==> src/sv/ppse_stack_mem.sv <==
// ppse_stack_mem: operand stack storage, one write port and one read port.
// Read data is registered. Depends on nothing.
module ppse_stack_mem #(
  parameter int DEPTH  = 64,
  parameter int ADDR_W = 6,
  parameter int DATA_W = 32
) (
  input  logic              clk,
  input  logic              we,
  input  logic [ADDR_W-1:0] waddr,
  input  logic [DATA_W-1:0] wdata,
  input  logic              re,
  input  logic [ADDR_W-1:0] raddr,
  output logic [DATA_W-1:0] rdata
);

  logic [DATA_W-1:0] mem [DEPTH];

  always_ff @(posedge clk) begin
    if (we) begin
      mem[waddr] <= wdata;
    end
  end

  always_ff @(posedge clk) begin
    if (re) begin
      rdata <= mem[raddr];
    end
  end

endmodule

==> config.mk <==
export PLATFORM = sky130hd
export DESIGN_NAME = ppse_stack_mem
export DESIGN_NICKNAME = d
export VERILOG_FILES = /design/src/sv/ppse_stack_mem.sv
export SDC_FILE = /design/constraint.sdc
export NUM_CORES = 2
export LEC_CHECK = 0
export BUFFER_PORTS_ARGS = -buffer_cell sky130_fd_sc_hd__buf_4
export CAP_MARGIN = 10
export CORE_MARGIN = 2
export CORE_UTILIZATION = 30
export CTS_CLUSTER_SIZE = 8
export DETAILED_ROUTE_END_ITERATION = 8
export MAX_ROUTING_LAYER = met4
export PLACE_DENSITY = 0.44
export SLEW_MARGIN = 10
export SYNTH_ARGS = -nofsm -noshare
export SYNTH_HDL_FRONTEND = slang
export SYNTH_SLANG_ARGS = --single-unit
==> constraint.sdc <==
create_clock -name clk -period 8.5 [get_ports clk]
set_clock_uncertainty 0.2 [all_clocks]
set_input_delay 0.425 -clock clk [delete_from_list [all_inputs] [get_ports clk]]
set_output_delay 0.425 -clock clk [all_outputs]
set_load 0.005 [all_outputs]
* Yosys cells after proc, flatten, opt, wreduce, memory -nomap -nowiden
Memories as Yosys holds them, arrays and structs flattened. A register that Yosys moved wholly into a read port is not among the register bits.
Index checks and enable logic that the tools add are counted.
** Word-level totals
- Flip-flop bits (word level) :: 0
- Memory bits (writable) :: 2048
- Input port bits :: 47
- Output and inout bits :: 32
- Word-level logic and storage cells :: 3
- Memories :: 1
** Memories
- mem :: words 64, width 32, rd ports 1, clocked after Yosys merged registers in 1, wr ports 1, RTL line 17 : logic [DATA_W-1:0] mem [DEPTH];
** Cells by class
- Multiplexer cells :: 2
** Operators by type and width (number)
- $mux W1 :: 2

* Longest topological paths before layout
- Depth in word-level cells :: 2
- Gate-level depth with buffers :: 10
- Mapped depth without buffers :: 5

* Least setup slack after synthesis
No wires, ideal clock.
- Path type :: in2reg
- From :: input waddr[3]
- To :: memory mem[48][0] (enable)
- Arrival :: 3.124 ns
- Data required time :: 7.839 ns
- Slack :: 4.715 ns
- Cell stages on the path :: 4
- Cell sequence :: clkbuf_1 -> nor2b_1 -> nand4b_1 -> nor3_1
** RTL lines
- start: declaration :: RTL line 10 : input logic [ADDR_W-1:0] waddr,
- end: declaration :: RTL line 17
Straight into the memory's write port.

==> results.json <==
{
  "cp_max_fo": 65,
  "row_count": 188,
  "rrSetupSlack_ns": 5.61,
  "ys_seq_elements": 2080,
  "setup_tns_ns": 0,
  "hold_path.startpoint": "we",
  "io_buffers": 78,
  "crit_chain": "buf_8 > buf_4 > nor2b_1 > a22oi_1 > and3_1 > o32ai_1 > nor3_1",
  "fillers": 23935,
  "hold_path_end": "mem[31][17]",
  "gp_congestion": 0.734,
  "syn-instance-count": 3324,
  "critical_path_class": "in -> reg",
  "root_buffer": "clkbuf_16",
  "syn2layout_area_growth_pct": 17.6,
  "core_um2": 262000,
  "hold_violations": 0,
  "dr.pass1.iters": 5,
  "synthFlopType": "edfxtp_1",
  "wl_per_cell_um": 32.6,
  "p_leak_nw": 28.4,
  "die_y_um": 517,
  "start_util_pct": 30.1,
  "final_core_util_pct": 35.4,
  "finalSetupViolCount": 0,
  "cellPowerDensity_nw_per_um2": 249,
  "max_slew_margin_pct": 24.9,
  "startpoint_type": "primary input",
  "finalPower_mw": 23.1,
  "die_x_um": 517,
  "drt_iter0_drc": 3990,
  "ant_nets": 0,
  "dp_hpwl_mm": 122,
  "arrival_ns": 3.89,
  "track_usage_pct": 18.2,
  "synthArstFlopShare_pct": 0,
  "tightest_slew_ns": 1.13,
  "end_kind": "flip-flop",
  "antenna_found_initial": 14,
  "synthDistinctLibCells": 33,
  "grt_use_met3_pct": 3.32,
  "syn_area_per_cell_um2": 23.7,
  "ys_seq_area_share_pct": 79.2,
  "hold_class": "in -> reg",
  "place_area_um2": 84300,
  "grt_setup_unrepaired": "no",
  "via_per_inst": 5.17,
  "grt_pass1_wl_mm": 325,
  "clkSinkCount": 2080,
  "cts_tree": "done",
  "cts_made_buffers": 310,
  "clk_pin_slew_ns": 0.05,
  "grt_pass1_vias": 38655,
  "grt_start_max_net_pins": 91,
  "worstSkewPairLatency_ns": 0.93,
  "synth_edf_count": 2080,
  "cts_resized": 0,
  "rr_worst_depth": 4,
  "r2r-start": "mem[30][19]",
  "syn-num-nets": 3371,
  "status": "complete, no violations",
  "num-nets-final": 3719,
  "final_cell_area_um2": 92700,
  "ioPinCount": 79,
  "period_minus_slack_ns": 3.49,
  "cp_slowest_stage_delay_ns": 0.86,
  "r2r-end": "rdata[19]",
  "place_ws_ns": 3.96,
  "overflow": 0,
  "met1_usage_pct": 24.3,
  "synth_area_um2": 78800,
  "cp.required_ns": 8.89,
  "yosysWarningCount": 0,
  "report.final.slew_viol_count": 0,
  "vias": 37259,
  "hold_depth": 4,
  "htreeDepth": 5,
  "wl_mm": 235,
  "grtUsageMet2_pct": 27.8,
  "post-route-period-util_pct": 41.1,
  "clockBufferDepth": 4,
  "cpMaxStageDelayCell": "o32ai_1",
  "die-area_um2": 267000,
  "setup_ws_ns": 5.01,
  "drv_cap": 0,
  "grt-busiest-layer": "met2",
  "max-vdd-ir-drop_v": 0.000211,
  "timing.fmax_mhz": 286,
  "drive_above_1_share_pct": 30.4,
  "drc": 0
}
==> metrics by stage <==
stage	instances	hold slack [ns]
CTS	7201	0.0426
global route	7206	0.0714
detailed placement	6841	0.636
floorplan	3324	0.324
finish	7209	0.0995
global placement	6841	0.645
==> how the worst max path moves through the flow <==
| stage | startpoint | end | cells after the start |
|---|---|---|---|
| finish | raddr[1] | rdata[8] | 7 |
| global route | raddr[0] | rdata[19] | 6 |
| CTS | raddr[1] | rdata[8] | 7 |
| detailed placement | raddr[1] | rdata[8] | 7 |
| global placement | raddr[1] | rdata[8] | 7 |
| floorplan | waddr[3] | mem[48][0] | 4 |
==> power by group <==
part           switching [mW]  internal, mW  total (mW)
Combinational           0.676         0.386        1.06
Sequential             0.0471          11.4        11.5
Clock                    4.11          6.48        10.6
Total                    4.83          18.3        23.1
==> critical path: cells and delay by family <==
family	cells	cell delay, ns
buffers and inverters	2	1.17
and+or+nand+nor	3	1.11
AOI/OAI and AO/OA	2	1.02
==> metal layers <==
| metal | vias up | share of wire [%] |
|---|---|---|
| met2 | 1228 | 47 |
| met5 | - | 0 |
| met4 | 0 | 3.7 |
| met1 | 20727 | 44 |
| li1 | 14873 | - |
| met3 | 431 | 5.5 |
==> registers in the layout, summed over array words and instances (netlist names) <==
register / cells
mem: 2048
rdata: 32
==> Yosys cell counts, types with 2 or more instances <==
master | n | area share, %
and3_1 | 4 | 0.032
buf_6 | 5 | 0.071
o221ai_1 | 27 | 0.30
nor2_1 | 137 | 0.65
nand3_1 | 5 | 0.032
a311oi_1 | 8 | 0.089
or3b_1 | 2 | 0.022
a22oi_1 | 12 | 0.11
o32ai_1 | 4 | 0.044
a41o_1 | 4 | 0.051
a21oi_1 | 62 | 0.39
nor3_1 | 7 | 0.044
edfxtp_1 | 2080 | 79
nand4_1 | 2 | 0.016
nand2_1 | 26 | 0.12
and2_1 | 2 | 0.016
nor2b_1 | 15 | 0.12
mux4_2 | 544 | 16
mux2i_1 | 93 | 1.2
or3b_2 | 3 | 0.033
buf_4 | 25 | 0.24
buf_1 | 21 | 0.10
nand3b_1 | 5 | 0.048
buf_2 | 57 | 0.36
nand2b_1 | 8 | 0.063
or3_1 | 3 | 0.024
clkbuf_1 | 74 | 0.35
o22ai_1 | 84 | 0.67
==> cell usage in the layout (no fill, tap or decap), types with 4 or more instances in the layout <==
cell,n
mux4_2,544
diode_2,8
a41o_1,4
nor3_1,5
edfxtp_1,2080
a21oi_1,62
buf_12,8
nand3b_1,5
a22oi_1,12
nor2b_1,15
mux2i_1,93
buf_4,172
nor2_1,75
o22ai_1,84
inv_6,5
clkbuf_16,316
nand2b_1,7
a311oi_1,8
nand3_1,5
and3_1,4
nand2_1,26
o221ai_1,27
dlygate4sd3_1,34
o32ai_1,4
nor2_4,62
==> timing repair <==
item | 4_1_cts | 5_1_grt
endpoints found under the hold margin | 2075 | 0
buffers inserted | 0 | 0
hold buffers | 34 | 0
==> cell families after synthesis <==
logic type	synth area share, %
flip-flops	79.2
AO/OA/AOI/OAI	1.67
multiplexers	16.7
buffers and inverters	1.12
AND/OR/NAND/NOR	1.26
==> layout make-up <==
type                    count  area [um2]  share of cell area, %
repair buffers            218        1850                   1.99
flip-flops and latches   2080       62500                   67.4
clock buffers             319        7920                   8.54
well taps                3515        4400                   4.75
multi-input cells        1062       16000                   17.2
diodes                      8        20.0                 0.0216
clock inverters             7        67.6                 0.0729
Power figures use the tool's default switching activity.
