$ cat src/sv/ppse_pkg.sv
// ppse_pkg: shared types and constants of the postfix/prefix stack evaluator.
// Holds character codes, status codes and the arithmetic unit command/response.
// No dependencies.
package ppse_pkg;

  localparam int DEFAULT_STACK_DEPTH = 64;
  localparam int DATA_W = 32;

  // Expression characters
  localparam logic [7:0] CH_ZERO   = 8'h30; // '0'
  localparam logic [7:0] CH_POW    = 8'h5E; // '^'
  localparam logic [7:0] CH_DOLLAR = 8'h24; // '$'
  localparam logic [7:0] CH_MUL    = 8'h2A; // '*'
  localparam logic [7:0] CH_DIV    = 8'h2F; // '/'
  localparam logic [7:0] CH_ADD    = 8'h2B; // '+'
  localparam logic [7:0] CH_SUB    = 8'h2D; // '-'

  typedef enum logic [2:0] {
    ST_OK        = 3'd0,
    ST_UNDERFLOW = 3'd1,
    ST_OVERFLOW  = 3'd2,
    ST_DIVZERO   = 3'd3,
    ST_EMPTY     = 3'd4
  } status_t;

  typedef enum logic [1:0] {
    ALU_MUL = 2'd0,
    ALU_DIV = 2'd1,
    ALU_POW = 2'd2
  } alu_op_t;

  typedef struct packed {
    logic              start;
    alu_op_t           op;
    logic [DATA_W-1:0] a;
    logic [DATA_W-1:0] b;
  } alu_cmd_t;

  typedef struct packed {
    logic              done;
    logic [DATA_W-1:0] result;
  } alu_rsp_t;

endpackage

$ cat src/sv/ppse_alu.sv
// ppse_alu: arithmetic unit for multiply, divide and power; divide and power iterate.
// Divide is restoring, one quotient bit a cycle; power is square-and-multiply.
// Depends on ppse_pkg.
module ppse_alu (
  input  logic               clk,
  input  logic               rst,
  input  ppse_pkg::alu_cmd_t cmd,
  output ppse_pkg::alu_rsp_t rsp
);

  logic              busy;
  logic              done;
  ppse_pkg::alu_op_t op;
  logic [31:0]       acc;   // product, quotient or power result
  logic [31:0]       base;
  logic [31:0]       expo;
  logic [31:0]       rem;
  logic [31:0]       dvs;
  logic              neg;
  logic [4:0]        cnt;

  logic [31:0] mag_a;
  logic [31:0] mag_b;
  logic [32:0] rem_sh;
  logic [32:0] diff;
  logic        ge;
  logic [31:0] rem_new;
  logic [31:0] q_new;
  logic [31:0] pow_special;

  always_comb begin
    mag_a   = cmd.a[31] ? (32'd0 - cmd.a) : cmd.a;
    mag_b   = cmd.b[31] ? (32'd0 - cmd.b) : cmd.b;
    rem_sh  = {rem, acc[31]};
    diff    = rem_sh - {1'b0, dvs};
    ge      = !diff[32];
    rem_new = ge ? diff[31:0] : rem_sh[31:0];
    q_new   = {acc[30:0], ge};
    // negative exponent: only unit-magnitude bases survive
    if (cmd.a == 32'd1) begin
      pow_special = 32'd1;
    end else if (cmd.a == 32'hFFFF_FFFF) begin
      pow_special = cmd.b[0] ? 32'hFFFF_FFFF : 32'd1;
    end else begin
      pow_special = 32'd0;
    end
  end

  always_ff @(posedge clk) begin
    if (rst) begin
      busy <= 1'b0;
      done <= 1'b0;
    end else begin
      done <= 1'b0;
      if (cmd.start) begin
        op <= cmd.op;
        unique case (cmd.op)
          ppse_pkg::ALU_MUL: begin
            acc  <= cmd.a * cmd.b;
            done <= 1'b1;
          end
          ppse_pkg::ALU_DIV: begin
            acc  <= mag_a;
            rem  <= 32'd0;
            dvs  <= mag_b;
            neg  <= cmd.a[31] ^ cmd.b[31];
            cnt  <= 5'd0;
            busy <= 1'b1;
          end
          ppse_pkg::ALU_POW: begin
            if (cmd.b[31]) begin
              acc  <= pow_special;
              done <= 1'b1;
            end else begin
              acc  <= 32'd1;
              base <= cmd.a;
              expo <= cmd.b;
              busy <= 1'b1;
            end
          end
          default: begin
            done <= 1'b1;
          end
        endcase
      end else if (busy) begin
        unique case (op)
          ppse_pkg::ALU_DIV: begin
            rem <= rem_new;
            cnt <= cnt + 5'd1;
            if (cnt == 5'd31) begin
              acc  <= neg ? (32'd0 - q_new) : q_new;
              busy <= 1'b0;
              done <= 1'b1;
            end else begin
              acc <= q_new;
            end
          end
          ppse_pkg::ALU_POW: begin
            if (expo == 32'd0) begin
              busy <= 1'b0;
              done <= 1'b1;
            end else begin
              if (expo[0]) begin
                acc <= acc * base;
              end
              base <= base * base;
              expo <= expo >> 1;
            end
          end
          default: begin
            busy <= 1'b0;
            done <= 1'b1;
          end
        endcase
      end
    end
  end

  assign rsp.done   = done;
  assign rsp.result = acc;

  a_start_idle: assert property (@(posedge clk) disable iff (rst)
    cmd.start |-> !busy)
    else $error("arithmetic unit started while busy");

  a_done_not_busy: assert property (@(posedge clk) disable iff (rst)
    done |-> !busy)
    else $error("arithmetic unit done while still busy");

  a_busy_from_start: assert property (@(posedge clk) disable iff (rst)
    $rose(busy) |-> $past(cmd.start))
    else $error("arithmetic unit went busy without a start");

endmodule

$ cat config.mk
export PLATFORM = sky130hd
export DESIGN_NAME = ppse_alu
export DESIGN_NICKNAME = d
export VERILOG_FILES = /design/src/sv/ppse_pkg.sv /design/src/sv/ppse_alu.sv
export SDC_FILE = /design/constraint.sdc
export NUM_CORES = 2
export LEC_CHECK = 0
export ABC_AREA = 1
export BUFFER_PORTS_ARGS = -buffer_cell sky130_fd_sc_hd__buf_2
export CAP_MARGIN = 30
export CORE_ASPECT_RATIO = 0.6
export CORE_MARGIN = 4
export CORE_UTILIZATION = 55
export DETAILED_ROUTE_END_ITERATION = 12
export PLACE_DENSITY = 0.68
export SLEW_MARGIN = 5
export SYNTH_ARGS = -nofsm -noshare
export SYNTH_HDL_FRONTEND = slang
export SYNTH_SLANG_ARGS = --single-unit
export TNS_END_PERCENT = 50
$ cat constraint.sdc
create_clock -name clk -period 8.9 [get_ports clk]
set_input_delay 0.445 -clock clk [delete_from_list [all_inputs] [get_ports clk]]
set_output_delay 0.445 -clock clk [all_outputs]
set_load 0.005 [all_outputs]
## Word-level counts from Yosys, hierarchy flattened

Index checks and enable logic that the tools add are counted.

| storage, ports and cells | value |
|---|---|
| bits in latches | 0 |
| bits in writable memories | 0 |
| flip-flop bits (word level) | 170 |
| bits in read-only memories | 0 |
| memories | 0 |

| cells by class | value |
|---|---|
| add/subtract/negate cells | 5 |
| muxes and demuxes | 49 |
| $lt $le $gt $ge | 0 |
| bitwise gates (word level) | 2 |
| divide/modulo/power cells | 0 |
| reductions and logical operators | 13 |
| shift operators | 0 |
| eq/ne operators | 16 |
| multiply operators | 3 |

Operator list:

| cell | count |
|---|---|
| 32-bit 2-to-1 mux | 28 |
| 32-bit by 32-bit multiplier with 32-bit output | 3 |
| 32-bit case mux with 3 select lines | 1 |
| 1-bit by 32-bit subtractor with 32-bit output (first input constant) | 3 |
| 32-bit case mux with 2 select lines | 1 |
| 33-bit by 32-bit subtractor with 33-bit output | 1 |
| 32-bit by 1-bit equality test with 1-bit output (second input constant) | 1 |
| 32-bit equality test (second input constant) | 1 |
| 32-bit logical NOT | 1 |
| 31-bit 2-to-1 mux | 1 |
| 5-bit 2-to-1 mux | 4 |
| 6-bit AND reduction | 2 |
| 1-bit 2-to-1 mux | 10 |
| 3-bit inequality test (second input constant) | 3 |
| 1-bit case mux with 2 select lines | 4 |
| 2-bit nonzero test | 3 |
| 5-bit by 1-bit adder with 5-bit output (second input constant) | 1 |
| 5-bit equality test (second input constant) | 1 |
| 2-bit by 1-bit equality test with 1-bit output (second input constant) | 2 |
| 2-bit equality test (second input constant) | 2 |
| 2-bit by 1-bit inequality test with 1-bit output (second input constant) | 2 |
| 2-bit inequality test (second input constant) | 2 |
| 4-bit by 1-bit inequality test with 1-bit output (second input constant) | 1 |
| 2-bit AND reduction | 2 |
| 8 further kinds | 8 |

## Logic depth before layout (Yosys ltp)

| logic depth | value |
|---|---|
| depth in word-level cells | 8 |
| depth in mapped cells | 39 |
| depth with buffers taken out | 37 |

## Worst setup path after synthesis

OpenSTA, ideal clock, no wires.

| timing path | value |
|---|---|
| kind | register -> register |
| start point | reg base[11] |
| end point | reg base[28], data pin |
| path buffers | 3 |
| library setup time | 0.268 ns |
| path slack | 1.904 ns |
| data required time | 8.632 ns |
| arrival time | 6.728 ns |
| cell stages (with the launch flop) | 30 |
| cells stage by stage | edfxtp_1 -> buf_2 -> clkbuf_1 -> clkbuf_1 -> nand2_1 -> fa_1 -> inv_1 -> fa_1 -> fa_1 -> inv_1 -> fa_1 -> inv_1 -> fa_1 -> inv_1 -> fa_1 -> inv_1 -> fa_1 -> fa_1 -> ha_1 -> nand2_1 -> nor2_1 -> inv_1 -> nor3_1 -> nand3_1 -> nand3_1 -> a31o_2 -> nand2_1 -> nand2_1 -> xnor2_1 -> o21ai_0 |

| on the way | value |
|---|---|
| word-level cells in the longest chain between the ends | 5 |

RTL lines:

| item | RTL line | source |
|---|---|---|
| start, declared | ppse_alu.sv:15 | `logic [31:0] base;` |
| start signal, assigned | ppse_alu.sv:76 | `base <= cmd.a;` |
| start signal, assigned | ppse_alu.sv:106 | `base <= base * base;` |
| 32-bit by 32-bit multiplier with 32-bit output | ppse_alu.sv:106 |  |
| 32-bit 2-to-1 mux | ppse_alu.sv:99 | `if (expo == 32'd0) begin` |
| 32-bit 2-to-1 mux | ppse_alu.sv:86 | `unique case (op)` |
| 32-bit 2-to-1 mux | ppse_alu.sv:85 | `end else if (busy) begin` |
| 32-bit 2-to-1 mux | ppse_alu.sv:55 | `if (cmd.start) begin` |

No other way between the ends. The select of a mux whose other input is x is not followed.
A chain may end at the register's enable or synchronous reset.

## Worst setup path in the final report

| timing path | value |
|---|---|
| start point | reg base[8] |
| end point | reg acc[22], data pin |

| on the way | value |
|---|---|
| word-level cells in the longest chain between the ends | 6 |

RTL lines:

| item | RTL line | source |
|---|---|---|
| 32-bit by 32-bit multiplier with 32-bit output | ppse_alu.sv:104 | `acc <= acc * base;` |
| 32-bit 2-to-1 mux | ppse_alu.sv:103 | `if (expo[0]) begin` |
| 32-bit 2-to-1 mux | ppse_alu.sv:99 |  |
| 32-bit case mux with 2 select lines | ppse_alu.sv:86 |  |
| 32-bit 2-to-1 mux | ppse_alu.sv:85 |  |
| 32-bit 2-to-1 mux | ppse_alu.sv:55 |  |
| end signal, assigned | ppse_alu.sv:59 | `acc <= cmd.a * cmd.b;` |
| end signal, assigned | ppse_alu.sv:91 | `acc <= neg ? (32'd0 - q_new) : q_new;` |
| end signal, assigned | ppse_alu.sv:104 |  |
| end, declared | ppse_alu.sv:14 | `logic [31:0] acc;` |

No other way between the ends. The select of a mux whose other input is x is not followed.

==> impl_metrics.ini <==
[critical_path]
end_kind = register
path_class = reg2reg
cp-start-kind = register
reg2reg_depth = 24
path_max_fanout = 17
worstPathRequired_ps = 9100
worstPathArrival_ps = 8100

[sta]
hold_viol = 0
rsz0062_at_grt = false
setup_viol_count_final = 0
slew_headroom = 0.261
tightest_slew_ps = 1110
worst_slack_ps = 992
period_minus_slack_ps = 7910
max_freq_mhz = 126
slew_violations = 0
period_share = 0.889
fin_setup_tns_ps = 0
fin_skew_ps = 24.3

[clock_network]
cts-buffers-inserted = 17
clock_latency_ps = 480
htreeDepth = 4
ctsResizeCount = 0
clk_pin_slew_ps = 90
cts_tree = built
root_buffer = clkbuf_16
cts.sinks = 169
clockBufferDepth = 2
hold_buffers = 0
post_cts_buffers = 0

[yosys]
ys_top_cells_by_area = fa_1, inv_1, nand2_1
ys_warn_count = 0
syn_inst = 7810
yosysMostFrequentCell = inv_1
synth_edf_count = 167
synth_ff_type = edfxtp_1
ys_async_sr_fraction = 0
synth_area_leader_cell = fa_1
avgSynthCellArea_um2 = 7.63
netlist_area_um2 = 59600
synthDistinctLibCells = 63
synth-seq-cells = 169
syn-num-nets = 9480
yosys-top-cells-count = inv_1, nand2_1, fa_1, ha_1, a21oi_1
yosysTopAreaCellShare = 0.398
ys_seq_area_frac = 0.0848

[route]
ant_nets = 0
drt-total-wl_um = 191000
wire_per_inst_um = 21.0
firstDrtPassIters = 7
via_count = 49389
post-route-drc-count = 0
via_per_inst = 5.42
first_iter_violations = 5399

[grt]
grtUsageTotal = 0.344
grt-ovfl-total = 0
grt_max_degree = 80
grt_pass1_wl_um = 298000
grt_pass1_vias = 50039
antenna_found_initial = 4

[finish]
seq_area_um2 = 5050
drive_above_1_share = 0.0448
nNetsFinal = 9350
syn_to_final_growth_pct = 4.45
fillers = 9967
multiInputGateArea_um2 = 44600

[die]
io-pin-count = 102
row_count = 93
fp.dieArea_um2 = 114000
die_x_um = 433
core_area_um2 = 107000
initial_core_util = 0.555
die_y_um = 263

[place]
place_ws_ps = 1040
place_hpwl_um = 156000
gp_congestion = 1.00
portBuffers = 101

[run]
max-cap-violations = 0

[hold_path]
hp-class = in2reg
holdPathStages = 1

[outcome]
outcome = complete, no violations
## area by class of cell
| cell class | instances | area share |
|---|---|---|
| multi-input cells | 5006 | 0.716 |
| clock buffers | 17 | 0.00683 |
| repair buffers | 226 | 0.0286 |
| diodes | 1 | 0.0000402 |
| clock inverters | 15 | 0.00261 |
| flip-flops and latches | 169 | 0.0812 |
| well taps | 1425 | 0.0286 |
| inverters | 2260 | 0.136 |
## per-layer routing
layer	global-route usage	wire, um	up-vias
met1	0.518	82700	23911
met2	0.457	73500	2847
li1	-	-	22346
met4	0.0727	4590	8
met5	0.00715	215	-
met3	0.146	30500	277
## cells in the final DEF, fill, tap and decap left out, drive strengths merged, types with 3 or more instances in the layout
cell type     n
a211oi        9
a21boi        5
a21o         20
a21oi       266
a31o          5
a31oi        16
and2          3
buf         226
clkbuf       17
clkinv        6
clkinvlp      4
edfxtp      167
fa         1184
ha          417
inv        2264
nand2      2005
nand3       188
nand3b       13
nand4        42
nor2        235
nor3         51
nor4         27
o211ai        9
o21a          6
o21ai       274
o21bai       15
o221ai        4
o22ai         3
o31ai         7
or2          23
xnor2        72
xor2         94
## worst max-delay path, stage by stage (launching register included)
cell and delay, ps:
edfxtp_1 1000, buf_4 390, nand2_1 130, fa_1 420, inv_1 70, fa_1 440, fa_1 510, inv_1 40
fa_1 470, inv_1 50, fa_1 480, fa_1 560, fa_1 430, fa_1 440, ha_1 370, a21oi_1 210
o21ai_0 120, a21oi_1 320, nand3_1 290, nand3_1 130, nand2_1 90, o21ai_0 340, nand2_1 100, nand2_1 100
o21ai_0 100
## final timing paths
| kind | startpoint | endpoint | slack (ps) |
|---|---|---|---|
| setup / recovery | base[8] | acc[22] | 990 |
| hold / removal | cmd[65] | op[1] | 210 |
| setup reg to reg | base[8] | acc[22] | 990 |
| hold reg to reg | busy | busy | 560 |
## sequential cells by signal, indices dropped and copies added (netlist names)
name / count
base: 32
expo: 31
neg: 1
acc: 32
rem: 32
cnt: 5
busy: 1
op: 2
done: 1
dvs: 32
## kinds of logic after synthesis
group,Yosys count,synth area share
buffers and inverters,2635,0.168
and+or+nand+nor,2590,0.178
xor gates and xnor gates,166,0.0246
AOI/OAI and AO/OA,649,0.0595
adders and majority gates,1601,0.485
DFF,169,0.0848
## through the flow
step,cell area (um^2),cells,hold slack [ps],util
2_1_floorplan,59600,7810,482,-
3_3_place_gp,61200,9068,516,0.570
3_5_place_dp,61500,9079,544,0.573
4_1_cts,62100,9111,183,0.578
5_1_grt,62300,9118,190,0.580
6_report,62300,9119,212,0.580
Power is not shown: default switching activity piles up to over one toggle a cycle in this logic, so the estimate is an artifact.
